==> src/lpdd_pkg.sv <==
// Shared types, widths, register indexes and reset values for the leaky peak drop detector.
// Has no dependencies; every other file refers to it by scoped names.
package lpdd_pkg;

	localparam int FRACTION_BITS_DEF = 16;

	localparam int SAMPLE_W   = 8;
	localparam int LEVEL_W    = 24;
	localparam int WEIGHT_W   = 8;
	localparam int DROP_W     = 24;
	localparam int LEAK_W     = 16;
	localparam int CFG_IDX_W  = 2;
	localparam int CFG_DATA_W = 24;

	localparam logic [CFG_IDX_W-1:0] REG_SMOOTHING_WEIGHT = 2'd0;
	localparam logic [CFG_IDX_W-1:0] REG_DETECTION_DROP   = 2'd1;
	localparam logic [CFG_IDX_W-1:0] REG_LEAK_STEP        = 2'd2;

	localparam logic [WEIGHT_W-1:0] SMOOTHING_WEIGHT_RST = 8'd235;
	localparam logic [DROP_W-1:0]   DETECTION_DROP_RST   = 24'd163840;
	localparam logic [LEAK_W-1:0]   LEAK_STEP_RST        = 16'd16;

	typedef struct packed {
		logic [WEIGHT_W-1:0] smoothing_weight;
		logic [DROP_W-1:0]   detection_drop;
		logic [LEAK_W-1:0]   leak_step;
	} cfg_t;

endpackage

==> src/lpdd_cfg_regs.sv <==
// Configuration register file: weight, detection drop and leak step.
// Depends on lpdd_pkg for widths, register indexes and reset values.
module lpdd_cfg_regs (
	input  logic                              clk,
	input  logic                              arst_n,
	input  logic                              cfg_we,
	input  logic [lpdd_pkg::CFG_IDX_W-1:0]    cfg_index,
	input  logic [lpdd_pkg::CFG_DATA_W-1:0]   cfg_data,
	output lpdd_pkg::cfg_t                    cfg
);

	lpdd_pkg::cfg_t cfg_q;

	always_ff @(posedge clk or negedge arst_n) begin
		if (!arst_n) begin
			cfg_q.smoothing_weight <= lpdd_pkg::SMOOTHING_WEIGHT_RST;
			cfg_q.detection_drop   <= lpdd_pkg::DETECTION_DROP_RST;
			cfg_q.leak_step        <= lpdd_pkg::LEAK_STEP_RST;
		end else if (cfg_we) begin
			case (cfg_index)
				lpdd_pkg::REG_SMOOTHING_WEIGHT: begin
					cfg_q.smoothing_weight <= cfg_data[lpdd_pkg::WEIGHT_W-1:0];
				end
				lpdd_pkg::REG_DETECTION_DROP: begin
					cfg_q.detection_drop <= cfg_data[lpdd_pkg::DROP_W-1:0];
				end
				lpdd_pkg::REG_LEAK_STEP: begin
					cfg_q.leak_step <= cfg_data[lpdd_pkg::LEAK_W-1:0];
				end
				default: begin
				end
			endcase
		end
	end

	assign cfg = cfg_q;

endmodule

==> src/lpdd_iir.sv <==
// First-order IIR smoothing of the range sample, holding the smoothed level register.
// Depends on lpdd_pkg for widths.
module lpdd_iir #(
	parameter int FRACTION_BITS = lpdd_pkg::FRACTION_BITS_DEF
) (
	input  logic                               clk,
	input  logic                               arst_n,
	input  logic                               update,
	input  logic [lpdd_pkg::WEIGHT_W-1:0]      weight,
	input  logic [lpdd_pkg::SAMPLE_W-1:0]      sample,
	output logic [lpdd_pkg::LEVEL_W-1:0]       level_next,
	output logic [lpdd_pkg::LEVEL_W-1:0]       level
);

	localparam int OLD_W  = lpdd_pkg::WEIGHT_W + lpdd_pkg::LEVEL_W;
	localparam int NEW_W  = lpdd_pkg::WEIGHT_W + 1 + lpdd_pkg::SAMPLE_W;
	localparam int WIDE_W = ((NEW_W + FRACTION_BITS) > OLD_W) ?
		(NEW_W + FRACTION_BITS) : OLD_W;
	localparam int SUM_W  = WIDE_W + 1;
	localparam int SHR_W  = SUM_W - lpdd_pkg::WEIGHT_W;

	logic [lpdd_pkg::LEVEL_W-1:0]  level_q;
	logic [lpdd_pkg::WEIGHT_W:0]   new_weight;
	logic [OLD_W-1:0]              old_term;
	logic [NEW_W-1:0]              new_term;
	logic [SUM_W-1:0]              sum;
	logic [SHR_W-1:0]              shifted;

	always_comb begin
		new_weight = (9'd1 << lpdd_pkg::WEIGHT_W) - {1'b0, weight};
		old_term   = OLD_W'(weight) * OLD_W'(level_q);
		new_term   = NEW_W'(new_weight) * NEW_W'(sample);
		sum        = SUM_W'(old_term) + (SUM_W'(new_term) << FRACTION_BITS);
		shifted    = sum[SUM_W-1:lpdd_pkg::WEIGHT_W];
		if (|shifted[SHR_W-1:lpdd_pkg::LEVEL_W]) begin
			level_next = '1;
		end else begin
			level_next = shifted[lpdd_pkg::LEVEL_W-1:0];
		end
	end

	always_ff @(posedge clk or negedge arst_n) begin
		if (!arst_n) begin
			level_q <= '0;
		end else if (update) begin
			level_q <= level_next;
		end
	end

	assign level = level_q;

endmodule

==> src/lpdd_peak.sv <==
// Held peak with raise, drop detection and leakage, holding the peak register.
// Depends on lpdd_pkg for widths.
module lpdd_peak (
	input  logic                           clk,
	input  logic                           arst_n,
	input  logic                           update,
	input  logic                           tick,
	input  logic [lpdd_pkg::LEVEL_W-1:0]   level_next,
	input  logic [lpdd_pkg::DROP_W-1:0]    drop,
	input  logic [lpdd_pkg::LEAK_W-1:0]    leak,
	output logic                           present_next,
	output logic [lpdd_pkg::LEVEL_W-1:0]   peak
);

	logic [lpdd_pkg::LEVEL_W-1:0] peak_q;
	logic [lpdd_pkg::LEVEL_W-1:0] raised;
	logic [lpdd_pkg::LEVEL_W-1:0] leak_ext;
	logic [lpdd_pkg::LEVEL_W-1:0] peak_next;

	always_comb begin
		leak_ext     = lpdd_pkg::LEVEL_W'(leak);
		raised       = (level_next > peak_q) ? level_next : peak_q;
		present_next = (raised >= drop) && (level_next < (raised - drop));
		if (tick && (raised >= leak_ext)) begin
			peak_next = raised - leak_ext;
		end else begin
			peak_next = raised;
		end
	end

	always_ff @(posedge clk or negedge arst_n) begin
		if (!arst_n) begin
			peak_q <= '0;
		end else if (update) begin
			peak_q <= peak_next;
		end
	end

	assign peak = peak_q;

	// Without a tick the peak can never end up below the level just taken.
	a_peak_covers_level: assert property (@(posedge clk) disable iff (!arst_n)
		update && !tick |=> peak_q >= $past(level_next))
		else $error("held peak fell below the new level without a tick");

endmodule

==> src/leaky_peak_drop_detector.sv <==
// Leaky peak drop detector: smooths 8-bit range samples, tracks a leaking peak and flags
// presence when the level drops far enough below it. One item is taken every cycle while
// the output is free. An accepted item waits in an input register; its result is then
// registered in the filter level, peak and presence registers together with the output
// valid stage, and is held there until it is taken.
module leaky_peak_drop_detector #(
	parameter int FRACTION_BITS = lpdd_pkg::FRACTION_BITS_DEF
) (
	input  logic                              clk,
	input  logic                              arst_n,
	input  logic                              cfg_we,
	input  logic [lpdd_pkg::CFG_IDX_W-1:0]    cfg_index,
	input  logic [lpdd_pkg::CFG_DATA_W-1:0]   cfg_data,
	input  logic                              in_valid,
	output logic                              in_ready,
	input  logic [lpdd_pkg::SAMPLE_W-1:0]     range_sample,
	input  logic                              leak_tick,
	output logic                              out_valid,
	input  logic                              out_ready,
	output logic                              present,
	output logic [lpdd_pkg::LEVEL_W-1:0]      filtered_level,
	output logic [lpdd_pkg::LEVEL_W-1:0]      peak_level
);

	lpdd_pkg::cfg_t                 cfg;
	logic                           valid_s1;
	logic [lpdd_pkg::SAMPLE_W-1:0]  sample_s1;
	logic                           tick_s1;
	logic                           valid_s2;
	logic                           present_s2;
	logic                           advance;
	logic                           update;
	logic                           present_next;
	logic [lpdd_pkg::LEVEL_W-1:0]   level_next;

	assign advance  = !valid_s2 || out_ready;
	assign update   = valid_s1 && advance;
	assign in_ready = !valid_s1 || advance;

	lpdd_cfg_regs u_cfg (
		.clk       (clk),
		.arst_n    (arst_n),
		.cfg_we    (cfg_we),
		.cfg_index (cfg_index),
		.cfg_data  (cfg_data),
		.cfg       (cfg)
	);

	lpdd_iir #(
		.FRACTION_BITS (FRACTION_BITS)
	) u_iir (
		.clk        (clk),
		.arst_n     (arst_n),
		.update     (update),
		.weight     (cfg.smoothing_weight),
		.sample     (sample_s1),
		.level_next (level_next),
		.level      (filtered_level)
	);

	lpdd_peak u_peak (
		.clk          (clk),
		.arst_n       (arst_n),
		.update       (update),
		.tick         (tick_s1),
		.level_next   (level_next),
		.drop         (cfg.detection_drop),
		.leak         (cfg.leak_step),
		.present_next (present_next),
		.peak         (peak_level)
	);

	always_ff @(posedge clk or negedge arst_n) begin
		if (!arst_n) begin
			valid_s1 <= 1'b0;
		end else if (in_ready) begin
			valid_s1 <= in_valid;
		end
	end

	always_ff @(posedge clk) begin
		if (in_valid && in_ready) begin
			sample_s1 <= range_sample;
			tick_s1   <= leak_tick;
		end
	end

	always_ff @(posedge clk or negedge arst_n) begin
		if (!arst_n) begin
			valid_s2 <= 1'b0;
		end else if (advance) begin
			valid_s2 <= valid_s1;
		end
	end

	always_ff @(posedge clk) begin
		if (update) begin
			present_s2 <= present_next;
		end
	end

	assign out_valid = valid_s2;
	assign present   = present_s2;

	// A stalled item in the input register keeps its payload.
	a_s1_holds: assert property (@(posedge clk) disable iff (!arst_n)
		valid_s1 && !advance |=> valid_s1 && $stable(sample_s1) && $stable(tick_s1))
		else $error("input register lost or changed a stalled item");

	// Every transfer into the input register is followed by an item in that register.
	a_s1_loads: assert property (@(posedge clk) disable iff (!arst_n)
		in_valid && in_ready |=> valid_s1)
		else $error("accepted item did not reach the input register");

	// A presence report implies the level lies below the peak before its leakage.
	a_present_level: assert property (@(posedge clk) disable iff (!arst_n)
		out_valid && present |->
			({2'b00, filtered_level} + {2'b00, cfg.detection_drop}) <
			({2'b00, peak_level} + {10'b0, cfg.leak_step}))
		else $error("presence reported without a sufficient drop below the peak");

endmodule
==> config.mk <==
export PLATFORM = sky130hd
export DESIGN_NAME = leaky_peak_drop_detector
export DESIGN_NICKNAME = d
export VERILOG_FILES = /design/src/lpdd_pkg.sv /design/src/lpdd_cfg_regs.sv /design/src/lpdd_iir.sv /design/src/lpdd_peak.sv /design/src/leaky_peak_drop_detector.sv
export SDC_FILE = /design/constraint.sdc
export NUM_CORES = 1
export LEC_CHECK = 0
export ABC_AREA = 1
export ABC_CLOCK_PERIOD_IN_PS = 38800
export CAP_MARGIN = 0
export CORE_ASPECT_RATIO = 1.25
export CORE_MARGIN = 10
export CORE_UTILIZATION = 59
export CTS_BUF_LIST = sky130_fd_sc_hd__clkbuf_8 sky130_fd_sc_hd__clkbuf_16
export DETAILED_ROUTE_END_ITERATION = 16
export DONT_BUFFER_PORTS = 1
export MAX_ROUTING_LAYER = met4
export PLACE_DENSITY = 0.82
export SLEW_MARGIN = 10
export SYNTH_ARGS = -nofsm -noshare
export SYNTH_HDL_FRONTEND = slang
export SYNTH_SLANG_ARGS = --single-unit
export TNS_END_PERCENT = 5
==> constraint.sdc <==
create_clock -name clk -period 38.8 [get_ports clk]
set_clock_uncertainty 0.05 [all_clocks]
set_input_delay 7.76 -clock clk [delete_from_list [all_inputs] [get_ports clk]]
set_output_delay 7.76 -clock clk [all_outputs]
set_load 0.05 [all_outputs]
Word-level counts from Yosys, hierarchy flattened
Index checks and enable logic that the tools add are counted.
{"block": "word_totals", "regBits": 108, "latchBits": 0, "mem_bits_rw": 0, "mem_bits_ro": 0, "in_bits": 40, "out_inout_bits": 51, "word_cells": 38, "mem_count": 0}
{"block": "op_classes", "add_sub_neg": 4, "mul": 2, "n_div": 0, "magnitude_cmp": 4, "eq_ne": 2, "shift": 0, "n_mux": 3, "bitwise_logic": 0, "n_reduce_logical": 13}
{"op": "$mux W24", "count": 3}
{"op": "$add A32 B33 Y34", "count": 1}
{"op": "$mul A8 B24 Y32", "count": 1}
{"op": "$ge A24 B16 Y1", "count": 1}
{"op": "$ge A24 B24 Y1", "count": 1}
{"op": "$gt A24 B24 Y1", "count": 1}
{"op": "$lt A24 B24 Y1", "count": 1}
{"op": "$sub A24 B16 Y24", "count": 1}
{"op": "$sub A24 B24 Y24", "count": 1}
{"op": "$mul A9 B8 Y17", "count": 1}
{"op": "$sub A9 B8 Y9 const A", "count": 1}
{"op": "$reduce_and A2 Y1", "count": 3}
{"op": "$logic_and A1 B1 Y1", "count": 4}
{"op": "$eq A2 B1 Y1 const B", "count": 1}
{"op": "$eq A2 B2 Y1 const B", "count": 1}
{"op": "$logic_not A1 Y1", "count": 2}
{"op": "$logic_not A2 Y1", "count": 1}
{"op": "$logic_or A1 B1 Y1", "count": 2}
{"op": "$reduce_or A2 Y1", "count": 1}

Logic depth before layout (Yosys ltp)
Gate-level depths: netlist of the first run.
{"block": "logic_depth", "word_depth": 10, "ltp_mapped": 83, "ltp_nobuf": 76}

Cells and area by module
Synthesis of the first run repeated with hierarchy kept, for this count alone.
{"block": "hier_totals", "cells_unflattened": 2520, "area_unflattened_um2": 18123.6}
{"mod": "lpdd_iir", "instances": 1, "cells_each": 1511, "area_per_inst_um2": 10751.6}
{"mod": "lpdd_peak", "instances": 1, "cells_each": 772, "area_per_inst_um2": 4899.7}
{"mod": "lpdd_cfg_regs", "instances": 1, "cells_each": 215, "area_per_inst_um2": 2077.0}
{"mod": "leaky_peak_drop_detector", "instances": 1, "cells_each": 22, "area_per_inst_um2": 395.4}

Least setup slack after synthesis of the first run
No wires, ideal clock.
{"block": "synth_timing", "kind": "input-to-output", "from": "input out_ready", "to": "output in_ready", "arrival_ns": 8.220, "required_time_ns": 30.990, "path_slack_ns": 22.770, "cell_stages": 2, "path_buffers": 0, "path_cell_list": "inv_1 nand3_1"}
{"block": "synth_between", "elab_chain_cells": 2}
{"element": "start, declared", "line_no": "leaky_peak_drop_detector.sv:19", "rtl": "input logic out_ready,"}
{"element": "$logic_or A1 B1 Y1", "line_no": "leaky_peak_drop_detector.sv:36", "rtl": "assign advance = !valid_s2 || out_ready;"}
{"element": "$logic_or A1 B1 Y1", "line_no": "leaky_peak_drop_detector.sv:38", "rtl": "assign in_ready = !valid_s1 || advance;"}
{"element": "end, declared", "line_no": "leaky_peak_drop_detector.sv:15", "rtl": "output logic in_ready,"}
Every way passes these cells.

Final worst setup path of the first run
Ends and elaborated chain as after synthesis.

==> results of run 1 <==
==> final cells by class <==
type / instances / area (sq um)
sequential: 108 / 2760
fill: 2764 / 11700
clock inverter: 7 / 66.3
multi-input combinational: 1729 / 12400
timing repair buffer: 8 / 60.1
tap: 401 / 502
inverter: 605 / 2270
clock buffer: 9 / 225
==> per-layer routing <==
metal | global-route usage (%) | routed length (um) | up-vias
met2 | 46.8 | 24700 | 547
met4 | 12.8 | 2330 | 0
li1 | - | - | 7430
met1 | 30.3 | 18500 | 7471
met3 | 4.12 | 3220 | 117
met5 | - | 0 | -
==> synthesized netlist by cell type (all sizes together), types with 16 or more instances <==
| master | instances |
|---|---|
| a21oi | 105 |
| buf | 28 |
| clkbuf | 55 |
| dfrtp | 89 |
| fa | 189 |
| ha | 190 |
| inv | 603 |
| nand2 | 756 |
| nand3 | 64 |
| nand4 | 22 |
| nor2 | 153 |
| o21ai | 78 |
| or2 | 16 |
| xnor2 | 25 |
| xor2 | 42 |
==> kinds of logic (layout without fill, tap and decap cells) <==
logic type / Yosys count / count (layout) / share of synthesized area (%)
AND/OR/NAND/NOR: 1041 / 1041 / 24.0
XOR/XNOR: 67 / 67 / 3.30
buffers and inverters: 688 / 629 / 14.8
AO/OA/AOI/OAI: 242 / 242 / 7.63
flip-flops: 108 / 108 / 15.6
adder cells (fa/ha/maj): 379 / 379 / 34.7
==> metrics by stage <==
stage                     util (%)  area, sq um
after floorplan                  -        17800
after global placement        60.1        18000
after detailed placement      60.1        18000
after CTS                     61.0        18300
after global routing          61.0        18300
final                         61.0        18300
==> sequential cells by signal, summed over array words and instances, names as in the netlist <==
| register | count |
|---|---|
| present | 1 |
| tick_s1 | 1 |
| valid_s1 | 1 |
| u_peak.peak | 24 |
| sample_s1 | 8 |
| u_iir.level | 24 |
| out_valid | 1 |
| u_cfg.cfg | 48 |
==> final timing paths <==
kind / depth (start not counted) / start / slack [ns] / to
min in group asynchronous: 0 / arst_n / 7.02 / u_iir.level[8]$_DFFE_PN0P_
max in group asynchronous: 0 / arst_n / 31.46 / u_cfg.cfg[40]$_DFFE_PN1P_
min reg2reg: 2 / u_cfg.cfg[13]$_DFFE_PN0P_ / 0.44 / u_cfg.cfg[13]$_DFFE_PN0P_
max reg2reg: 65 / u_cfg.cfg[41]$_DFFE_PN1P_ / 23.64 / present$_DFFE_PP_
min: 2 / u_cfg.cfg[13]$_DFFE_PN0P_ / 0.44 / u_cfg.cfg[13]$_DFFE_PN0P_
max: 2 / out_ready / 22.74 / in_ready
==> metrics.cfg, run 1 <==
[run_status]
outcome=finished, final reports clean

[finish]
drive_gt1_share_pct=3.08
layout_common_cells=nand2_1 (737), inv_1 (599), ha_1 (190)
antenna_cells=0
stdcell_count=2867
syn_to_final_growth_pct=2.86
nets=2880
final_common_cell=nand2_1

[logic_synthesis]
synthTopCellsByArea=fa_1 (21%), nand2_1 (16%), ha_1 (13%)
synth_edf_count=10
synth_nets=2944
synth_area_sq_mm=0.0178
synth-seq-cells=108
yosysTopAreaCellShare_pct=21.3
yosys_warnings=0
ys_async_sr_fraction_pct=90.7
ys_seq_area_share_pct=15.6
ys_types=53
yosysTopAreaCell=fa_1
synth_flop_cell=dfrtp_1
synth_cells=2525
synth_area_per_cell_sq_um=7.04

[global_routing]
track_usage_pct=27.2
antenna_found_initial=0
grt_pass1_vias=16095
grt-ovfl-total=0
grt_start_max_net_pins=99
grt_first_pass_wirelength_um=79900

[placed_design]
dp_cells=2851
dp_hpwl_um=39600
io_buffers=0
dp_slack_ns=22.74
place.gp.congestion=1.02

[timing]
fmax_ghz=0.0623
final-max-slew-violation-count=0
setup_violations=0
min_period_ns=16.06
slew_headroom_pct=27.6
worstMarginPinSlew_ns=1.08
fin_setup_tns_ns=0
hold_viol=0
holdWs_ns=0.440
fin_crit_sh_pct=41.4
rsz0062_at_grt=false
worst_slack_ns=22.74

[setup_path]
crit_type=in2out
worst-path-max-fanout=3
cp.buffers_inverters=1
crit_path_end_kind=primary output
critical_path.cell_chain=inv_1, nand3_1
crit_slowest_cell=nand3_1
cp.required_ns=30.99
start_kind=input port
cp_top_family=simple AND/OR/NAND/NOR gates
worst_ep_arrival_time_ns=8.25
slowest_delay_ns=0.44

[floorplanning]
start_util_pct=59.4
dieArea_sq_mm=0.0375
core_sq_mm=0.0299
dieHeight_um=214
die_w_um=175
core.rowCount=71
io_pins=91

[cts]
cts-root-buf=clkbuf_16
path_clk_slew_ns=0.07
clockBufferDepth=2
cts_hold_buf=0
insertion_delay_ns=0.39
cts_made_buffers=9
post_cts_buffers=0
cts.repair.resized=0
htreeDepth=3
cts_tree=yes
clock-sinks=108

[routing]
drc=0
initialDrtViolationCount=1147
routedWlPerCell_um=17.0
num_vias=15565
first_pass_iters=6
drtAntennaViolNets=0
wl_um=48800
viasPerCell=5.43

[worst_hold_path]
worst_hold_path_type=reg2reg

[run]
drv_cap=0

Power of run 1 is left out: the tool's default activity adds up to more than one toggle a clock period on the data nets, which glitch-free logic cannot reach.
==> inputs of run 2 (changes only) <==
ABC_CLOCK_PERIOD_IN_PS = 16400   (was 38800)
clock period = 16.4 ns   (was 38.8 ns; I/O delays follow)
==> metrics.cfg, run 2 (same netlist as run 1, synthesis figures left out) <==
[timing]
worstMarginPinSlew_ns=1.06  ; was 1.08 ns
fmax_ghz=0.0667
hold_viol=0  ; unchanged
fin_crit_sh_pct=91.5
final-max-slew-violation-count=0  ; unchanged
fin_setup_tns_ns=0  ; unchanged
setup_violations=0  ; unchanged
worst_slack_ns=1.40  ; was 22.74 ns
rsz0062_at_grt=false  ; unchanged
min_period_ns=15.00
slew_headroom_pct=29.4  ; was 27.6%

[finish]
final_common_cell=nand2_1  ; unchanged
fillers=2775  ; was 2764
largest_reg_flops=48  ; unchanged
nets=2880  ; unchanged
syn_to_final_growth_pct=2.90  ; was 2.86%
stdcell_count=2867  ; unchanged
drive_gt1_share_pct=3.12  ; was 3.08%
layout_common_cells=nand2_1 (737), inv_1 (599), ha_1 (190)  ; unchanged
antenna_cells=0  ; unchanged

[routing]
drc=0  ; unchanged
wl_um=50700  ; was 48800 um
initialDrtViolationCount=1123  ; was 1147
first_pass_iters=5  ; was 6
drtAntennaViolNets=0  ; unchanged
routedWlPerCell_um=17.7  ; was 17.0 um
num_vias=15573  ; was 15565
viasPerCell=5.43  ; about the same

[setup_path]
worst-path-max-fanout=33  ; was 3
crit_type=reg2reg  ; was in2out
crit_slowest_cell=dfstp_2  ; was nand3_1
crit_path_end_kind=flip-flop  ; was primary output
slowest_delay_ns=1.00  ; was 0.44 ns
start_kind=flip-flop  ; was input port
crit_top_cell=fa_1
crit_path_end=present$_DFFE_PP_  ; was in_ready
rr_worst_depth=57  ; was 65
rr_endpoint=present$_DFFE_PP_  ; unchanged
cp_top_family=adder cells  ; was simple AND/OR/NAND/NOR gates
r2r_setup_slack_ns=1.40  ; was 23.64 ns
cp.required_ns=16.46  ; was 30.99 ns
worst_ep_arrival_time_ns=15.07  ; was 8.25 ns
cp-startpoint=u_cfg.cfg[40]$_DFFE_PN1P_  ; was out_ready
worstReg2RegStart=u_cfg.cfg[40]$_DFFE_PN1P_  ; was u_cfg.cfg[41]$_DFFE_PN1P_
crit_cells=57  ; was 2
cp.buffers_inverters=8  ; was 1

[worst_hold_path]
worst_hold_path_type=reg2reg  ; unchanged
min-delay-start=u_cfg.cfg[22]$_DFFE_PN0P_  ; was u_cfg.cfg[13]$_DFFE_PN0P_

[placed_design]
dp_cells=2851  ; unchanged
place.gp.congestion=1.05  ; was 1.02
dp_hpwl_um=42000  ; was 39600 um
dp_slack_ns=1.36  ; was 22.74 ns
io_buffers=0  ; unchanged

[floorplanning]
core_sq_mm=0.0299  ; unchanged
core.rowCount=71  ; unchanged
die_w_um=175  ; unchanged
dieArea_sq_mm=0.0375  ; unchanged
dieHeight_um=214  ; unchanged
io_pins=91  ; unchanged
start_util_pct=59.4  ; unchanged

[cts]
cts.repair.resized=0  ; unchanged
path_clk_slew_ns=0.08  ; was 0.07 ns
insertion_delay_ns=0.38  ; was 0.39 ns
cts_made_buffers=9  ; unchanged
post_cts_buffers=0  ; unchanged
clockBufferDepth=2  ; unchanged
cts_tree=yes  ; unchanged
cts-root-buf=clkbuf_16  ; unchanged
clock-sinks=108  ; unchanged
cts_hold_buf=0  ; unchanged
htreeDepth=3  ; unchanged

[global_routing]
grt-ovfl-total=0  ; unchanged
track_usage_pct=28.1  ; was 27.2%
antenna_found_initial=0  ; unchanged
grt_pass1_vias=16224  ; was 16095
grt_first_pass_wirelength_um=82400  ; was 79900 um
grt_start_max_net_pins=99  ; unchanged

[run_status]
outcome=finished, final reports clean  ; unchanged

[run]
drv_cap=0  ; unchanged

## run 2: cell count changes in the layout (fill, tap and decap cells not counted), sizes merged
cell / delta
clkinv: +1
inv: -1
## run 2: worst min-delay path by stage
| stage | endpoint | cells past startpoint |
|---|---|---|
| final | u_cfg.cfg[22]$_DFFE_PN0P_ | 2 |
| after global routing | u_cfg.cfg[22]$_DFFE_PN0P_ | 2 |
| after CTS | u_cfg.cfg[12]$_DFFE_PN0P_ | 2 |
| after detailed placement | u_cfg.cfg[22]$_DFFE_PN0P_ | 2 |
| after global placement | u_cfg.cfg[13]$_DFFE_PN0P_ | 2 |
| after floorplan | u_cfg.cfg[10]$_DFFE_PN0P_ | 2 |
## run 2: per-stage QoR
stage	hold slack [ns]	cell area [sq um]	util, %
after global routing	0.461	18300	61.1
final	0.440	18300	61.1
after CTS	0.444	18300	61.0
after global placement	0.418	18000	60.1
after detailed placement	0.424	18000	60.1
after floorplan	0.403	17800	-
## run 2: worst register-to-register path, delay by kind of cell, from the launching register on
family	cells	cell delay, ns
DFF	1	1.00
and+or+nand+nor	20	3.47
adders and majority gates	14	5.89
xor gates and xnor gates	3	1.09
AOI/OAI and AO/OA	12	2.61
buffers and inverters	8	0.65
## run 2: metal layers
layer / vias to the layer above / part of all wire (%) / track usage, % / routed length, um
li1: 7432 / - / - / -
met1: 7414 / 38 / 31.1 / 19300
met2: 562 / 50 / 48.1 / 25500
met3: 165 / 6.3 / 4.56 / 3220
met4: 0 / 5.2 / 13.9 / 2660
met5: - / 0 / - / 0
## run 2: layout make-up
class	count	area, sq um	share of cell area [%]
Tap cell	401	502	2.74
Multi-Input combinational cell	1729	12400	67.8
Clock inverter	7	66.3	0.363
Clock buffer	9	225	1.23
Timing Repair Buffer	8	60.1	0.328
Sequential cell	108	2760	15.1
Inverter	605	2270	12.4
Power of run 2 is left out for the same reason.
